===== src/rtl/rhc_pkg.sv =====
// Shared widths and types for the RGB to HSL converter.
package rhc_pkg;

  localparam int HUE_W   = 15;
  localparam int SAT_W   = 12;
  localparam int LIGHT_W = 9;
  localparam int DIV_Q_W = 15;
  localparam int SAT_MAX = 4095;

  typedef struct packed {
    logic [LIGHT_W-1:0] lightness;
    logic               gray;
  } side_t;

endpackage


===== src/rtl/rhc_if.sv =====
// Valid/ready channel interfaces for RGB input items and HSL result items.
interface rhc_rgb_if #(
  parameter int CHANNEL_BITS = 8
);
  logic                    valid;
  logic                    ready;
  logic [CHANNEL_BITS-1:0] red;
  logic [CHANNEL_BITS-1:0] green;
  logic [CHANNEL_BITS-1:0] blue;

  modport source (output valid, output red, output green, output blue, input ready);
  modport sink   (input valid, input red, input green, input blue, output ready);
endinterface

interface rhc_hsl_if;
  logic                        valid;
  logic                        ready;
  logic [rhc_pkg::HUE_W-1:0]   hue_angle;
  logic [rhc_pkg::SAT_W-1:0]   saturation_level;
  logic [rhc_pkg::LIGHT_W-1:0] lightness_twice;
  logic                        is_gray;

  modport source (output valid, output hue_angle, output saturation_level,
                  output lightness_twice, output is_gray, input ready);
  modport sink   (input valid, input hue_angle, input saturation_level,
                  input lightness_twice, input is_gray, output ready);
endinterface


===== src/rtl/rhc_front.sv =====
// Front stages: min/max and hue sector, then sums, denominators and dividends.
module rhc_front #(
  parameter int CHANNEL_BITS = 8
) (
  input  logic                                     clk,
  input  logic                                     rst_n,
  input  logic                                     up_valid,
  output logic                                     up_ready,
  input  logic [CHANNEL_BITS-1:0]                  red,
  input  logic [CHANNEL_BITS-1:0]                  green,
  input  logic [CHANNEL_BITS-1:0]                  blue,
  output logic                                     down_valid,
  input  logic                                     down_ready,
  output logic [CHANNEL_BITS+rhc_pkg::DIV_Q_W-1:0] hue_num,
  output logic [CHANNEL_BITS+rhc_pkg::DIV_Q_W-1:0] sat_num,
  output logic [CHANNEL_BITS-1:0]                  hue_den,
  output logic [CHANNEL_BITS-1:0]                  sat_den,
  output rhc_pkg::side_t                           side
);

  localparam int CB    = CHANNEL_BITS;
  localparam int NUM_W = CB + 3;
  localparam int DIV_W = CB + rhc_pkg::DIV_Q_W;
  localparam logic [CB:0] FULL     = {1'b0, {CB{1'b1}}};
  localparam logic [CB:0] FULL_X2  = {{CB{1'b1}}, 1'b0};

  typedef enum logic [1:0] {SEC_RED, SEC_GREEN, SEC_BLUE} sector_t;

  // stage A
  logic          va_r;
  logic [CB-1:0] r_r, g_r, b_r, lo_r, hi_r;
  sector_t       sec_r;
  logic [CB-1:0] lo_nxt, hi_nxt, lo_rg, hi_rg;
  sector_t       sec_nxt;
  logic          en_a, en_b;

  always_comb begin
    lo_rg = (red < green) ? red : green;
    hi_rg = (red < green) ? green : red;
    lo_nxt = lo_rg;
    hi_nxt = hi_rg;
    if (blue < lo_rg) begin
      lo_nxt = blue;
    end else if (blue > hi_rg) begin
      hi_nxt = blue;
    end
    if (hi_nxt == red) begin
      sec_nxt = SEC_RED;
    end else if (hi_nxt == green) begin
      sec_nxt = SEC_GREEN;
    end else begin
      sec_nxt = SEC_BLUE;
    end
  end

  always_ff @(posedge clk) begin
    if (!rst_n) begin
      va_r <= 1'b0;
    end else if (en_a) begin
      va_r <= up_valid;
    end
  end

  always_ff @(posedge clk) begin
    if (en_a) begin
      r_r   <= red;
      g_r   <= green;
      b_r   <= blue;
      lo_r  <= lo_nxt;
      hi_r  <= hi_nxt;
      sec_r <= sec_nxt;
    end
  end

  // stage B
  logic             vb_r;
  logic [DIV_W-1:0] hue_num_r, sat_num_r;
  logic [CB-1:0]    delta_r, den_r;
  rhc_pkg::side_t   side_r;

  logic [CB-1:0]    delta;
  logic [CB:0]      sum, den_full;
  logic [NUM_W-1:0] d_ext, num;
  logic [DIV_W-1:0] num_ext, hue_num_nxt, sat_num_nxt;

  always_comb begin
    delta    = hi_r - lo_r;
    sum      = {1'b0, lo_r} + {1'b0, hi_r};
    den_full = (sum <= FULL) ? sum : (FULL_X2 - sum);
    d_ext    = NUM_W'(delta);
    case (sec_r)
      SEC_RED: begin
        if (g_r >= b_r) begin
          num = NUM_W'(g_r) - NUM_W'(b_r);
        end else begin
          num = (d_ext << 2) + (d_ext << 1) - (NUM_W'(b_r) - NUM_W'(g_r));
        end
      end
      SEC_GREEN: num = (d_ext << 1) + NUM_W'(b_r) - NUM_W'(r_r);
      SEC_BLUE:  num = (d_ext << 2) + NUM_W'(r_r) - NUM_W'(g_r);
      default:   num = '0;
    endcase
    num_ext     = DIV_W'(num);
    hue_num_nxt = (num_ext << 12) - (num_ext << 8);
    sat_num_nxt = DIV_W'(delta) << 12;
  end

  always_ff @(posedge clk) begin
    if (!rst_n) begin
      vb_r <= 1'b0;
    end else if (en_b) begin
      vb_r <= va_r;
    end
  end

  always_ff @(posedge clk) begin
    if (en_b) begin
      hue_num_r        <= hue_num_nxt;
      sat_num_r        <= sat_num_nxt;
      delta_r          <= delta;
      den_r            <= den_full[CB-1:0];
      side_r.lightness <= rhc_pkg::LIGHT_W'(sum);
      side_r.gray      <= (lo_r == hi_r);
    end
  end

  assign en_b       = !vb_r || down_ready;
  assign en_a       = !va_r || en_b;
  assign up_ready   = en_a;
  assign down_valid = vb_r;
  assign hue_num    = hue_num_r;
  assign sat_num    = sat_num_r;
  assign hue_den    = delta_r;
  assign sat_den    = den_r;
  assign side       = side_r;

endmodule


===== src/rtl/rhc_div_pipe.sv =====
// Pipelined restoring dividers for hue and saturation, one quotient bit per stage.
module rhc_div_pipe #(
  parameter int CHANNEL_BITS = 8
) (
  input  logic                                     clk,
  input  logic                                     rst_n,
  input  logic                                     up_valid,
  output logic                                     up_ready,
  input  logic [CHANNEL_BITS+rhc_pkg::DIV_Q_W-1:0] hue_num,
  input  logic [CHANNEL_BITS+rhc_pkg::DIV_Q_W-1:0] sat_num,
  input  logic [CHANNEL_BITS-1:0]                  hue_den,
  input  logic [CHANNEL_BITS-1:0]                  sat_den,
  input  rhc_pkg::side_t                           side_in,
  output logic                                     down_valid,
  input  logic                                     down_ready,
  output logic [rhc_pkg::DIV_Q_W-1:0]              hue_quo,
  output logic [rhc_pkg::DIV_Q_W-1:0]              sat_quo,
  output rhc_pkg::side_t                           side_out
);

  localparam int CB = CHANNEL_BITS;
  localparam int Q  = rhc_pkg::DIV_Q_W;

  // quotient below 2^Q, so the top bits of the dividend start below the divisor
  logic [Q-1:0]   vld_r;
  logic [CB-1:0]  hrem_r [0:Q-1];
  logic [CB-1:0]  srem_r [0:Q-1];
  logic [Q-1:0]   hlow_r [0:Q-1];
  logic [Q-1:0]   slow_r [0:Q-1];
  logic [CB-1:0]  hden_r [0:Q-1];
  logic [CB-1:0]  sden_r [0:Q-1];
  rhc_pkg::side_t side_r [0:Q-1];
  logic [Q:0]     en;

  assign en[Q] = down_ready;

  for (genvar k = 0; k < Q; k++) begin : g_stage
    logic           p_vld;
    logic [CB-1:0]  p_hrem, p_srem, p_hden, p_sden;
    logic [Q-1:0]   p_hlow, p_slow;
    rhc_pkg::side_t p_side;
    logic [CB:0]    h_trial, s_trial, h_diff, s_diff;
    logic           h_ge, s_ge;

    if (k == 0) begin : g_head
      assign p_vld  = up_valid;
      assign p_hrem = hue_num[CB+Q-1:Q];
      assign p_hlow = hue_num[Q-1:0];
      assign p_srem = sat_num[CB+Q-1:Q];
      assign p_slow = sat_num[Q-1:0];
      assign p_hden = hue_den;
      assign p_sden = sat_den;
      assign p_side = side_in;
    end else begin : g_body
      assign p_vld  = vld_r[k-1];
      assign p_hrem = hrem_r[k-1];
      assign p_hlow = hlow_r[k-1];
      assign p_srem = srem_r[k-1];
      assign p_slow = slow_r[k-1];
      assign p_hden = hden_r[k-1];
      assign p_sden = sden_r[k-1];
      assign p_side = side_r[k-1];
    end

    always_comb begin
      h_trial = {p_hrem, p_hlow[Q-1]};
      s_trial = {p_srem, p_slow[Q-1]};
      h_ge    = (h_trial >= {1'b0, p_hden});
      s_ge    = (s_trial >= {1'b0, p_sden});
      h_diff  = h_trial - {1'b0, p_hden};
      s_diff  = s_trial - {1'b0, p_sden};
    end

    assign en[k] = !vld_r[k] || en[k+1];

    always_ff @(posedge clk) begin
      if (!rst_n) begin
        vld_r[k] <= 1'b0;
      end else if (en[k]) begin
        vld_r[k] <= p_vld;
      end
    end

    always_ff @(posedge clk) begin
      if (en[k]) begin
        hrem_r[k] <= h_ge ? h_diff[CB-1:0] : h_trial[CB-1:0];
        srem_r[k] <= s_ge ? s_diff[CB-1:0] : s_trial[CB-1:0];
        hlow_r[k] <= {p_hlow[Q-2:0], h_ge};
        slow_r[k] <= {p_slow[Q-2:0], s_ge};
        hden_r[k] <= p_hden;
        sden_r[k] <= p_sden;
        side_r[k] <= p_side;
      end
    end
  end

  assign up_ready   = en[0];
  assign down_valid = vld_r[Q-1];
  assign hue_quo    = hlow_r[Q-1];
  assign sat_quo    = slow_r[Q-1];
  assign side_out   = side_r[Q-1];

endmodule


===== src/rtl/rhc_finish.sv =====
// Output stage: gray override, saturation clamp and the result register.
module rhc_finish (
  input  logic                        clk,
  input  logic                        rst_n,
  input  logic                        up_valid,
  output logic                        up_ready,
  input  logic [rhc_pkg::DIV_Q_W-1:0] hue_quo,
  input  logic [rhc_pkg::DIV_Q_W-1:0] sat_quo,
  input  rhc_pkg::side_t              side,
  output logic                        down_valid,
  input  logic                        down_ready,
  output logic [rhc_pkg::HUE_W-1:0]   hue_angle,
  output logic [rhc_pkg::SAT_W-1:0]   saturation_level,
  output logic [rhc_pkg::LIGHT_W-1:0] lightness_twice,
  output logic                        is_gray
);

  logic                        v_r;
  logic [rhc_pkg::HUE_W-1:0]   hue_r, hue_nxt;
  logic [rhc_pkg::SAT_W-1:0]   sat_r, sat_nxt;
  logic [rhc_pkg::LIGHT_W-1:0] light_r;
  logic                        gray_r;
  logic                        en;

  always_comb begin
    if (side.gray) begin
      hue_nxt = '0;
      sat_nxt = '0;
    end else begin
      hue_nxt = rhc_pkg::HUE_W'(hue_quo);
      if (sat_quo > rhc_pkg::DIV_Q_W'(rhc_pkg::SAT_MAX)) begin
        sat_nxt = rhc_pkg::SAT_W'(rhc_pkg::SAT_MAX);
      end else begin
        sat_nxt = sat_quo[rhc_pkg::SAT_W-1:0];
      end
    end
  end

  assign en = !v_r || down_ready;

  always_ff @(posedge clk) begin
    if (!rst_n) begin
      v_r <= 1'b0;
    end else if (en) begin
      v_r <= up_valid;
    end
  end

  always_ff @(posedge clk) begin
    if (en) begin
      hue_r   <= hue_nxt;
      sat_r   <= sat_nxt;
      light_r <= side.lightness;
      gray_r  <= side.gray;
    end
  end

  assign up_ready         = en;
  assign down_valid       = v_r;
  assign hue_angle        = hue_r;
  assign saturation_level = sat_r;
  assign lightness_twice  = light_r;
  assign is_gray          = gray_r;

endmodule


===== src/rtl/rgb_to_hsl_convert_unit.sv =====
// RGB to HSL converter, top level.
// Takes one RGB pixel per clock and returns hue in 1/64 degree, saturation
// scaled by 4096 (clamped to 4095), min+max as twice the lightness, and a gray
// flag. It has two front stages (min/max, then sums and dividends), fifteen
// divider stages that each resolve one quotient bit of both the hue and the
// saturation divide, and one output register. Every stage holds its own
// valid bit and fills bubbles while the output stalls, so the block takes a
// new pixel each cycle unless the output stalls and all stages hold items.
module rgb_to_hsl_convert_unit #(
  parameter int CHANNEL_BITS = 8
) (
  input  logic         clk,
  input  logic         rst_n,
  rhc_rgb_if.sink      in_pix,
  rhc_hsl_if.source    out_hsl
);

  localparam int DIV_W = CHANNEL_BITS + rhc_pkg::DIV_Q_W;

  logic                        f_valid, f_ready;
  logic [DIV_W-1:0]            f_hue_num, f_sat_num;
  logic [CHANNEL_BITS-1:0]     f_hue_den, f_sat_den;
  rhc_pkg::side_t              f_side;

  logic                        d_valid, d_ready;
  logic [rhc_pkg::DIV_Q_W-1:0] d_hue_quo, d_sat_quo;
  rhc_pkg::side_t              d_side;

  rhc_front #(
    .CHANNEL_BITS (CHANNEL_BITS)
  ) u_front (
    .clk        (clk),
    .rst_n      (rst_n),
    .up_valid   (in_pix.valid),
    .up_ready   (in_pix.ready),
    .red        (in_pix.red),
    .green      (in_pix.green),
    .blue       (in_pix.blue),
    .down_valid (f_valid),
    .down_ready (f_ready),
    .hue_num    (f_hue_num),
    .sat_num    (f_sat_num),
    .hue_den    (f_hue_den),
    .sat_den    (f_sat_den),
    .side       (f_side)
  );

  rhc_div_pipe #(
    .CHANNEL_BITS (CHANNEL_BITS)
  ) u_div (
    .clk        (clk),
    .rst_n      (rst_n),
    .up_valid   (f_valid),
    .up_ready   (f_ready),
    .hue_num    (f_hue_num),
    .sat_num    (f_sat_num),
    .hue_den    (f_hue_den),
    .sat_den    (f_sat_den),
    .side_in    (f_side),
    .down_valid (d_valid),
    .down_ready (d_ready),
    .hue_quo    (d_hue_quo),
    .sat_quo    (d_sat_quo),
    .side_out   (d_side)
  );

  rhc_finish u_finish (
    .clk              (clk),
    .rst_n            (rst_n),
    .up_valid         (d_valid),
    .up_ready         (d_ready),
    .hue_quo          (d_hue_quo),
    .sat_quo          (d_sat_quo),
    .side             (d_side),
    .down_valid       (out_hsl.valid),
    .down_ready       (out_hsl.ready),
    .hue_angle        (out_hsl.hue_angle),
    .saturation_level (out_hsl.saturation_level),
    .lightness_twice  (out_hsl.lightness_twice),
    .is_gray          (out_hsl.is_gray)
  );

endmodule

===== src/flat_wrapper.sv =====
// flat-port wrapper written by rule: the top's interface ports become plain ports
module rgb_to_hsl_convert_unit_flat 
#(
  parameter int CHANNEL_BITS = 8
)
  (clk, rst_n, in_pix_valid, in_pix_red, in_pix_green, in_pix_blue, in_pix_ready, out_hsl_valid, out_hsl_hue_angle, out_hsl_saturation_level, out_hsl_lightness_twice, out_hsl_is_gray, out_hsl_ready);
  rhc_rgb_if #(.CHANNEL_BITS(CHANNEL_BITS)) in_pix_i ();
  rhc_hsl_if out_hsl_i ();
  input  logic clk;
  input  logic rst_n;
  input wire logic [$bits(in_pix_i.valid)-1:0] in_pix_valid;
  input wire logic [$bits(in_pix_i.red)-1:0] in_pix_red;
  input wire logic [$bits(in_pix_i.green)-1:0] in_pix_green;
  input wire logic [$bits(in_pix_i.blue)-1:0] in_pix_blue;
  output wire logic [$bits(in_pix_i.ready)-1:0] in_pix_ready;
  output wire logic [$bits(out_hsl_i.valid)-1:0] out_hsl_valid;
  output wire logic [$bits(out_hsl_i.hue_angle)-1:0] out_hsl_hue_angle;
  output wire logic [$bits(out_hsl_i.saturation_level)-1:0] out_hsl_saturation_level;
  output wire logic [$bits(out_hsl_i.lightness_twice)-1:0] out_hsl_lightness_twice;
  output wire logic [$bits(out_hsl_i.is_gray)-1:0] out_hsl_is_gray;
  input wire logic [$bits(out_hsl_i.ready)-1:0] out_hsl_ready;
  assign in_pix_i.valid = in_pix_valid;
  assign in_pix_i.red = in_pix_red;
  assign in_pix_i.green = in_pix_green;
  assign in_pix_i.blue = in_pix_blue;
  assign in_pix_ready = in_pix_i.ready;
  assign out_hsl_valid = out_hsl_i.valid;
  assign out_hsl_hue_angle = out_hsl_i.hue_angle;
  assign out_hsl_saturation_level = out_hsl_i.saturation_level;
  assign out_hsl_lightness_twice = out_hsl_i.lightness_twice;
  assign out_hsl_is_gray = out_hsl_i.is_gray;
  assign out_hsl_i.ready = out_hsl_ready;
  rgb_to_hsl_convert_unit #(.CHANNEL_BITS(CHANNEL_BITS)) u_core (.clk(clk), .rst_n(rst_n), .in_pix(in_pix_i), .out_hsl(out_hsl_i));
endmodule

===== config.mk =====
export PLATFORM = sky130hd
export DESIGN_NAME = rgb_to_hsl_convert_unit_flat
export DESIGN_NICKNAME = d
export VERILOG_FILES = /design/src/rtl/rhc_pkg.sv /design/src/rtl/rhc_if.sv /design/src/rtl/rhc_front.sv /design/src/rtl/rhc_div_pipe.sv /design/src/rtl/rhc_finish.sv /design/src/rtl/rgb_to_hsl_convert_unit.sv /design/src/flat_wrapper.sv
export SDC_FILE = /design/constraint.sdc
export NUM_CORES = 2
export LEC_CHECK = 0
export BUFFER_PORTS_ARGS = -buffer_cell sky130_fd_sc_hd__buf_4
export CAP_MARGIN = 40
export CELL_PAD_IN_SITES_DETAIL_PLACEMENT = 1
export CELL_PAD_IN_SITES_GLOBAL_PLACEMENT = 2
export CORE_ASPECT_RATIO = 1.1
export CORE_MARGIN = 4
export CORE_UTILIZATION = 29
export DETAILED_ROUTE_END_ITERATION = 16
export PLACE_DENSITY_LB_ADDON = 0.1
export SYNTH_ARGS = -nofsm -noshare
export SYNTH_HDL_FRONTEND = slang
export SYNTH_SLANG_ARGS = --single-unit
export TNS_END_PERCENT = 50

===== constraint.sdc =====
create_clock -name clk -period 15.76 [get_ports clk]
set_input_delay 2.364 -clock clk [delete_from_list [all_inputs] [get_ports clk]]
set_output_delay 2.364 -clock clk [all_outputs]
set_load 0.01 [all_outputs]

==> run_results.csv <==
group,metric,value,unit
run_status,status,"completed",
die,fp.dieW,389,um
detailed_routing,detail_route.first_pass.iterations,4,
synthesis,synth_area_per_cell,13.5,um2
clock_network,cts.reportedPaths.clkPinSlew,0.06,ns
setup_path,largest_stage_delay_on_the_critical_path,0.62,ns
die,dieArea,0.166,mm2
worst_hold_path,hold-path-cell-count,0,
global_routing,initial_antenna_violation_count,3,
clock_network,htree_levels,3,
die,design.portCount,67,
detailed_routing,drt-wirelength-per-cell,17.5,um
synthesis,main_area_contributors_after_synthesis,"sky130_fd_sc_hd__edfxtp_1, sky130_fd_sc_hd__ha_1, sky130_fd_sc_hd__inv_1, sky130_fd_sc_hd__mux2_2, sky130_fd_sc_hd__nor2_1",
sta,worst_clock_skew,0.0907,ns
clock_network,cts.repair.resized,0,
synthesis,syn-instance-count,3431,
final_layout,mostFrequentLayoutCells,"sky130_fd_sc_hd__edfxtp_1, sky130_fd_sc_hd__inv_1, sky130_fd_sc_hd__ha_1",
setup_path,critical_path.reg2reg.endpoint,"u_core.u_front.hue_num[20]",
worst_hold_path,min-delay-start,"u_core.u_div.hlow_r[3][0]",
sta,final-setup-viol-count,0,
die,starting_density,29.2,%
sta,timing.final.hold_violations,0,
placed_design,place.detailed.hpwl,78.4,mm
setup_path,path_max_fanout,7,
clock_network,numCtsBuffers,109,
setup_path,rr_worst_depth,21,
setup_path,slowest_stage,"sky130_fd_sc_hd__nor3_1",
placed_design,finalWeightedCongestion,0.753,
synthesis,synth_unique_cells,73,
detailed_routing,detail_route.wirelength,102,mm
worst_hold_path,hold_crit_class,"reg -> reg",
setup_path,cpLargestDelayFamily,"simple AND/OR/NAND/NOR gates",
clock_network,cts.path.max_buffers,3,
setup_path,rrSetupSlack,9.37,ns
sta,finalWorstSetupSlack,8.00,ns
setup_path,critical_path.endpoint_type,"output port",
synthesis,synthXorXnorAreaFrac,2.99,%
clock_network,cts_tree,"done",
final_layout,areaGrowthSynthToFinish,15.3,%
setup_path,crit_required,13.40,ns
worst_hold_path,worst_hold_path.endpoint,"u_core.u_div.hlow_r[4][1]",
clock_network,sinks_on_the_clock_net,967,
sta,drv_slew,0,
sta,post-route-min-period,7.76,ns
final_layout,antenna-diode-count,0,
clock_network,cts_root_buf,"sky130_fd_sc_hd__clkbuf_16",
synthesis,post_synth_fa_ha_maj_area_fraction,11.3,%
synthesis,synth_compound_area_share,7.49,%
die,row_count,153,
synthesis,ys.warnings.count,0,
clock_network,clock_latency,0.74,ns
synthesis,dominant_combinational_cell_family_by_area_after_synthesis,"adder cells",
sta,grt_setup_unrepaired,"no",
setup_path,crit-reg2reg-launch,"u_core.u_front.hi_r[2]",
sta,final.period_utilization,49.2,%
setup_path,cp.arrival,5.40,ns
sta,max_freq,129,MHz
setup_path,cp.buffers_inverters,4,
global_routing,first_global_vias,28000,
detailed_routing,drt_antenna_net_count,0,
global_routing,grt.overflow.total,0,
detailed_routing,drt-vias-per-instance,4.40,
final_layout,layout.cells.most_common,"sky130_fd_sc_hd__edfxtp_1",
sta,final.setup.tns,0,ns
global_routing,grt.total_usage,12.4,%
setup_path,setup.worst_path.class,"in -> out",
synthesis,synthDominantCellAreaShare,61.6,%
detailed_routing,drt_initial_violations,975,
synthesis,postSynth.topFlopCell,"sky130_fd_sc_hd__edfxtp_1",
clock_network,cts_post_setup_buffers_inserted,0,
setup_path,critical_path_depth,11,
setup_path,crit_chain,"buf_4 > and3b_1 > inv_2 > nor2_1 > and2_1 > inv_2 > nor3_1 > and3_1 > and3_1 > nand3_2 > buf_4",
synthesis,synthesis.area,0.0463,mm2
job,maxCapViolCount,0,
synthesis,synth-edff-count,949,
clock_network,cts.hold.buffers_added,0,
synthesis,synth_seq_cells,967,
synthesis,post-synth-top-area-cell,"sky130_fd_sc_hd__edfxtp_1",
synthesis,synthesis.nets,3845,
global_routing,grt_max_degree,63,
synthesis,synth-simple-area-share,6.81,%
final_layout,nets,4036,
die,core_area,0.158,mm2
setup_path,worstSetupStartpointType,"input port",
detailed_routing,drc_errors,0,
placed_design,post-place-ws,7.94,ns
die,die-height,427,um
sta,maxSlewHeadroom,43.2,%
detailed_routing,detailroute.via_count,25600,
global_routing,wire_length_of_the_first_global_routing_pass,161,mm
final_layout,post_route_cells_drive_above_1_share,11.9,%
placed_design,io_buffers,66,
synthesis,yosysSeqAreaShare,62.3,%
sta,max_slew.worst_pin.slew,0.849,ns
synthesis,synthArstFlopShare,0,%
synthesis,synthMuxAreaShare,4.78,%
## how the worst max path moves through the flow
stage / from / to / slack (ns)
CTS: out_hsl_ready / in_pix_ready / 7.93
global route: out_hsl_ready / in_pix_ready / 7.76
detailed placement: out_hsl_ready / in_pix_ready / 7.94
finish: out_hsl_ready / in_pix_ready / 8.00
global placement: out_hsl_ready / in_pix_ready / 7.64
floorplan: out_hsl_ready / in_pix_ready / 6.86
## per-layer routing
| metal | global-route usage (%) | up-vias | routed length, um |
|---|---|---|---|
| li1 | - | 12600 | - |
| met3 | 1.69 | 122 | 2570 |
| met5 | 0 | - | 0 |
| met2 | 23.4 | 212 | 53900 |
| met4 | 3.57 | 0 | 2240 |
| met1 | 14.6 | 12600 | 42800 |
## kinds of logic (layout without fill, tap and decap cells)
| family | count (synthesis) | after routing |
|---|---|---|
| AOI/OAI and AO/OA | 530 | 530 |
| xor gates and xnor gates | 157 | 157 |
| adders and majority gates | 386 | 386 |
| buffers and inverters | 520 | 802 |
| DFF | 967 | 967 |
| muxes | 203 | 203 |
| and+or+nand+nor | 668 | 668 |
## cell usage after synthesis (all sizes together), types with 4 or more instances
| cell | n |
|---|---|
| a211oi | 6 |
| a21boi | 87 |
| a21o | 42 |
| a21oi | 90 |
| a221oi | 5 |
| a22oi | 5 |
| a311oi | 27 |
| a31oi | 4 |
| and3 | 8 |
| buf | 12 |
| clkbuf | 10 |
| dfxtp | 18 |
| edfxtp | 949 |
| fa | 56 |
| ha | 330 |
| inv | 498 |
| mux2 | 142 |
| mux2i | 61 |
| nand2 | 90 |
| nand2b | 41 |
| nand3 | 46 |
| nand4 | 44 |
| nor2 | 305 |
| nor2b | 86 |
| nor3 | 16 |
| nor4 | 5 |
| o211ai | 12 |
| o21a | 25 |
| o21ai | 169 |
| o21ba | 4 |
| o21bai | 16 |
| o31a | 5 |
| o31ai | 6 |
| o41ai | 7 |
| or3 | 8 |
| xnor2 | 99 |
| xor2 | 58 |
## final cells by class
type	count	area, um2
fillers	16800	105000
multi-input cells	1944	15500
well taps	2092	2620
repair buffers	102	883
clock buffers	130	2810
clock inverters	72	855
inverters	498	1870
flip-flops and latches	967	28900
## per-stage QoR
step	hold WS [ns]	area [um2]	std cells	util, %
after floorplan	0.400	46300	3431	-
after global placement	0.401	49500	5583	31.2
after detailed placement	0.405	49700	5603	31.4
after CTS	0.363	53400	5805	33.7
after global routing	0.381	53400	5805	33.7
final	0.377	53400	5805	33.7
## sequential cells by signal, summed over array words and instances, names as in the netlist, 9 cells and up
register,cells
u_core.u_div.hlow_r,141
u_core.u_div.hden_r,105
u_core.u_div.slow_r,120
u_core.u_front.side,9
u_core.u_div.side_r,143
u_core.u_div.srem_r,112
u_core.u_div.g_stage.p_vld,14
u_core.u_finish.lightness_twice,9
u_core.u_div.hrem_r,112
u_core.u_finish.hue_angle,15
u_core.u_finish.saturation_level,12
u_core.u_front.hue_num,15
u_core.u_div.sden_r,98
Power is left out: the tool's default activity adds up to more than one toggle a clock period on the data nets, which glitch-free logic cannot reach.
